--- src/rtl/dla_pkg.sv ---
package dla_pkg;

  // Stream payload layout
  localparam int unsigned IN_TDATA_W  = 56;
  localparam int unsigned OUT_TDATA_W = 24;

  localparam int unsigned SPAWN_COL_LSB = 0;
  localparam int unsigned RAND_H_LSB    = 8;
  localparam int unsigned RAND_V_LSB    = 24;
  localparam int unsigned READ_COL_LSB  = 40;
  localparam int unsigned READ_ROW_LSB  = 48;

  localparam int unsigned LABEL_LSB     = 0;
  localparam int unsigned WCOL_LSB      = 5;
  localparam int unsigned WROW_LSB      = 13;
  localparam int unsigned STUCK_BIT     = 19;
  localparam int unsigned DONE_BIT      = 20;

  localparam int unsigned LABEL_W  = 5;
  localparam int unsigned COLF_W   = 8;
  localparam int unsigned ROWF_W   = 6;
  localparam int unsigned RAND_W   = 16;

  // Configuration registers
  localparam int unsigned CFG_IDX_W  = 2;
  localparam int unsigned CFG_DATA_W = 17;

  localparam logic [CFG_IDX_W-1:0] REG_COLS_IN_USE    = 2'd0;
  localparam logic [CFG_IDX_W-1:0] REG_ROWS_IN_USE    = 2'd1;
  localparam logic [CFG_IDX_W-1:0] REG_LEFT_THRESHOLD = 2'd2;
  localparam logic [CFG_IDX_W-1:0] REG_DOWN_THRESHOLD = 2'd3;

  localparam logic [8:0]  COLS_RESET  = 9'd182;
  localparam logic [6:0]  ROWS_RESET  = 7'd60;
  localparam logic [16:0] LEFT_RESET  = 17'd32768;
  localparam logic [16:0] DOWN_RESET  = 17'd33423;

  // Row zero is seeded with labels 1 to SEED_LABELS, repeating by column
  localparam logic [LABEL_W-1:0] SEED_LABELS = 5'd26;

  // Neighborhood offset along one axis
  typedef enum logic [1:0] {
    OFS_NEG,
    OFS_MID,
    OFS_POS
  } ofs_e;

  // Controller to datapath commands
  typedef struct packed {
    logic capture;   // accept the input transaction, spawn or clamp the walker
    logic clr_step;  // write one entry of the clearing sweep
    logic scan_rd;   // read one neighbor cell
    ofs_e dc;        // column offset of the neighbor
    ofs_e dr;        // row offset of the neighbor
    logic rd_issue;  // read the cell addressed by a read transaction
    logic commit;    // update walker state and load the result register
  } cmd_t;

  // Datapath to controller status
  typedef struct packed {
    logic finished;  // cluster has reached the top rows
    logic clr_last;  // clearing sweep is at its last entry
  } sts_t;

endpackage

--- src/rtl/dla_ctrl.sv ---
module dla_ctrl import dla_pkg::*; (
  input  logic clk_i,
  input  logic rst_ni,
  input  logic s_tvalid_i,
  input  logic s_func_i,
  output logic s_tready_o,
  output logic m_tvalid_o,
  input  logic m_tready_i,
  input  sts_t sts_i,
  output cmd_t cmd_o
);

  typedef enum logic [2:0] {
    ST_CLEAR,
    ST_IDLE,
    ST_SCAN,
    ST_RD,
    ST_DRAIN,
    ST_FINISH
  } state_e;

  state_e state_q;
  ofs_e   dc_q, dr_q;
  logic   out_valid_q;
  logic   accept, out_free, scan_last;

  function automatic ofs_e ofs_next(ofs_e o);
    unique case (o)
      OFS_NEG: return OFS_MID;
      OFS_MID: return OFS_POS;
      default: return OFS_NEG;
    endcase
  endfunction

  // Handshake and command decode
  always_comb begin
    s_tready_o = (state_q == ST_IDLE);
    accept     = s_tvalid_i && s_tready_o;
    out_free   = !out_valid_q || m_tready_i;
    scan_last  = (dc_q == OFS_POS) && (dr_q == OFS_POS);

    cmd_o          = '0;
    cmd_o.capture  = accept;
    cmd_o.clr_step = (state_q == ST_CLEAR);
    cmd_o.scan_rd  = (state_q == ST_SCAN);
    cmd_o.dc       = dc_q;
    cmd_o.dr       = dr_q;
    cmd_o.rd_issue = (state_q == ST_RD);
    cmd_o.commit   = (state_q == ST_FINISH) && out_free;
  end

  assign m_tvalid_o = out_valid_q;

  // Sequencer: clearing sweep, nine neighbor reads or one addressed read, drain, result
  always_ff @(posedge clk_i or negedge rst_ni) begin
    if (!rst_ni) begin
      state_q     <= ST_CLEAR;
      dc_q        <= OFS_NEG;
      dr_q        <= OFS_NEG;
      out_valid_q <= 1'b0;
    end else begin
      unique case (state_q)
        ST_CLEAR: begin
          if (sts_i.clr_last) begin
            state_q <= ST_IDLE;
          end
        end
        ST_IDLE: begin
          if (accept) begin
            dc_q <= OFS_NEG;
            dr_q <= OFS_NEG;
            if (s_func_i) begin
              state_q <= ST_RD;
            end else if (sts_i.finished) begin
              state_q <= ST_FINISH;
            end else begin
              state_q <= ST_SCAN;
            end
          end
        end
        ST_SCAN: begin
          if (scan_last) begin
            state_q <= ST_DRAIN;
          end else if (dr_q == OFS_POS) begin
            dr_q <= OFS_NEG;
            dc_q <= ofs_next(dc_q);
          end else begin
            dr_q <= ofs_next(dr_q);
          end
        end
        ST_RD: begin
          state_q <= ST_DRAIN;
        end
        ST_DRAIN: begin
          state_q <= ST_FINISH;
        end
        ST_FINISH: begin
          if (out_free) begin
            state_q <= ST_IDLE;
          end
        end
        default: begin
          state_q <= ST_IDLE;
        end
      endcase

      // Result register occupancy
      if (cmd_o.commit) begin
        out_valid_q <= 1'b1;
      end else if (m_tready_i) begin
        out_valid_q <= 1'b0;
      end
    end
  end

endmodule

--- config.mk ---
export PLATFORM = sky130hd
export DESIGN_NAME = dla_ctrl
export DESIGN_NICKNAME = d
export VERILOG_FILES = /design/src/rtl/dla_pkg.sv /design/src/rtl/dla_ctrl.sv
export SDC_FILE = /design/constraint.sdc
export NUM_CORES = 1
export LEC_CHECK = 0
export CORE_AREA = 2 2 39 41
export DETAILED_ROUTE_END_ITERATION = 12
export DIE_AREA = 0 0 41 43
export DONT_BUFFER_PORTS = 1
export PLACE_DENSITY_LB_ADDON = 0.25
export SETUP_SLACK_MARGIN = 0.5
export SYNTH_ARGS = -nofsm -noshare
export SYNTH_HDL_FRONTEND = slang
export SYNTH_SLANG_ARGS = --single-unit
--- constraint.sdc ---
create_clock -name clk_i -period 2.6 [get_ports clk_i]
set_input_delay 0.39 -clock clk_i [delete_from_list [all_inputs] [get_ports clk_i]]
set_output_delay 0.39 -clock clk_i [all_outputs]
set_load 0.02 [all_outputs]
==> results.py <==
metrics = {
    "global_route": {
        "use_met2": 0.175,
        "overflow": 0,
        "grt-busiest-layer": "met2",
        "track_usage": 0.143,
        "grt_max_degree": 12,
        "grt_pass1_wl_um": 1570,
        "antenna_found_initial": 0,
        "use_met3": 0.0524,
        "use_met1": 0.172,
        "first_global_vias": 355,
    },
    "run_status": {
        "status": "completed",
    },
    "timing": {
        "hold_violations": 0,
        "fmax_ghz": 0.511,
        "finalCritPeriodShare": 0.752,
        "finalClockSkew_ps": 1.08,
        "finalSetupViolCount": 0,
        "tightest_slew_ps": 637,
        "rsz0062_at_grt": "false",
        "final.setup.tns_ps": 0,
        "slew_headroom": 0.572,
        "maxSlewViolCount": 0,
        "min_period_ps": 1960,
    },
    "detailed_routing": {
        "ant_nets": 0,
        "viasPerCell": 5.30,
        "drcViolationCount": 0,
        "vias": 376,
        "drt_iter0_markers": 8,
        "first_pass_iters": 3,
        "wl_per_cell_um": 14.3,
        "drt-total-wl_um": 1010,
    },
    "clock_tree": {
        "cts_setup_buffers": 0,
        "clock-sinks": 8,
        "cts_tree": "yes",
        "clk_pin_slew_ps": 60,
        "numCtsBuffers": 3,
        "clk_latency_ps": 260,
        "cts_root_buffer": "clkbuf_4",
        "cts_buffer_depth": 2,
        "h-tree-depth": 1,
    },
    "final_layout": {
        "syn2layout_area_growth_pct": 2.61,
        "instances_no_fill": 71,
        "drive_above_1_share": 0.273,
        "nets": 64,
        "diodes": 0,
        "nFillCells": 148,
    },
    "critical_path": {
        "cp.arrival_ps": 1570,
        "cp_max_fo": 11,
        "worstSetupPathType": "reg2out",
        "required_ps": 2210,
        "cp-start-kind": "flop",
        "endpoint_kind": "output port",
    },
    "power": {
        "ir_drop_mv": 0.433,
        "p_leak_nw": 0.237,
        "power_per_cell_area_mw_per_mm2": 1140,
    },
    "synth": {
        "yosysMostFrequentCell": "dfrtp_1",
        "synth-seq-cells": 8,
        "synth_enable_flop_cells": 0,
        "ys_seq_area_frac": 0.380,
        "synth_top_area_cell": "dfrtp_1",
        "yosys_warnings": 0,
        "synth_cell_types": 23,
        "ys_top_cells_by_count": "dfrtp_1 (8), o21ai_0 (6), nand2_1 (5)",
        "syn_nets": 62,
        "synth_ff_type": "dfrtp_1",
        "syn_avg_cell_area_sq_um": 9.58,
        "yosys-top-cells-area": "dfrtp_1 (38%), buf_6 (6.4%), o21ai_0 (5.7%)",
        "synthArstFlopShare": 1.00,
        "synthCells": 55,
        "syn_area_sq_um": 527,
        "yosysTopAreaCellShare": 0.380,
    },
    "job": {
        "drv_cap": 0,
    },
    "floorplan": {
        "core-area_sq_mm": 0.00138,
        "die_x_um": 41,
        "die_h_um": 43,
        "start_util": 0.381,
        "row_count": 14,
        "ios": 18,
        "fp.dieArea_sq_mm": 0.00176,
    },
    "place": {
        "portBuffers": 0,
        "finalWeightedCongestion": 0.731,
        "hpwl_um": 713,
        "dp.cells": 67,
    },
    "min_path": {
        "hold_class": "in2reg",
    },
}
==> repair_timing <==
| action | 4_1_cts | 5_1_grt |
|---|---|---|
| hold buffers | 1 | 0 |
| resized for setup | 0 | 2 |
| endpoints found under the setup margin | 0 | 1 |
| hold endpoints to repair | 8 | 0 |
==> sequential cells by signal, indices dropped and copies added (netlist names) <==
| name | count |
|---|---|
| state_q | 3 |
| dr_q | 2 |
| dc_q | 2 |
| m_tvalid_o | 1 |
==> layout make-up <==
| type | count | area (sq um) | share of cell area |
|---|---|---|---|
| Multi-Input combinational cell | 39 | 270 | 0.500 |
| Sequential cell | 8 | 203 | 0.375 |
| Clock buffer | 3 | 22.5 | 0.0417 |
| Tap cell | 16 | 20.0 | 0.0370 |
| Inverter | 4 | 15.0 | 0.0278 |
| Timing Repair Buffer | 1 | 10.0 | 0.0185 |
==> per-layer routing <==
layer / part of all wire / vias up
met5: 0 / -
li1: - / 193
met1: 0.45 / 170
met3: 0.053 / 5
met4: 0.042 / 0
met2: 0.46 / 8
==> cells by family (layout without fill, tap and decap cells) <==
group	after synthesis	after routing	share of synthesized area
mux	2	2	0.0570
buf+inv	8	8	0.107
compound gates	13	13	0.178
flops	8	8	0.380
simple gates	24	24	0.278
==> power by group <==
part | total [mW] | leakage (nW) | internal [mW] | switching, mW
clock | 0.102 | 0.0138 | 0.0533 | 0.0492
sequential | 0.261 | 0.102 | 0.163 | 0.0982
combinational | 0.254 | 0.121 | 0.120 | 0.134
total | 0.618 | 0.237 | 0.336 | 0.281
==> worst max-delay path: stages (launching register included) <==
cell	delay [ps]
dfrtp_1	500
nor3b_4	400
nand2_1	190
inv_1	210
==> through the flow <==
| stage | cell area [sq um] | hold slack (ps) | total power, mW | utilization | setup slack [ps] |
|---|---|---|---|---|---|
| 4_1_cts | 538 | 343 | 0.623 | 0.389 | 584 |
| 5_1_grt | 541 | 368 | 0.659 | 0.391 | 505 |
| 3_3_place_gp | 505 | 94.6 | 0.513 | 0.365 | 822 |
| 6_report | 541 | 349 | 0.618 | 0.391 | 644 |
| 3_5_place_dp | 505 | 94.6 | 0.512 | 0.365 | 821 |
| 2_1_floorplan | 527 | 94.4 | 0.522 | - | 988 |
==> placed cells by master, fill, tap and decap left out, drive strengths merged, types with 2 or more instances in the layout <==
cell	Yosys	layout
dfrtp	8	8
o21ai	7	7
nand2	5	5
nand3	4	4
inv	4	4
nor2	3	3
nor3	3	3
clkbuf	0	3
a31oi	2	2
or2b	2	2
mux2	2	2
o21bai	2	2
nor2b	2	2
nor3b	2	2
==> final timing paths <==
check,startpoint,endpoint,slack [ps],cells after the start
setup / recovery,state_q[2],cmd_o[8],640,3
hold / removal,s_func_i,state_q[1],350,2
setup reg to reg,state_q[2],state_q[0],830,6
hold reg to reg,state_q[1],m_tvalid_o,640,1
max in group asynchronous,rst_ni,state_q[0],1850,1
min in group asynchronous,rst_ni,dc_q[0],470,1
No activity file was read; power rests on OpenSTA's default activity.
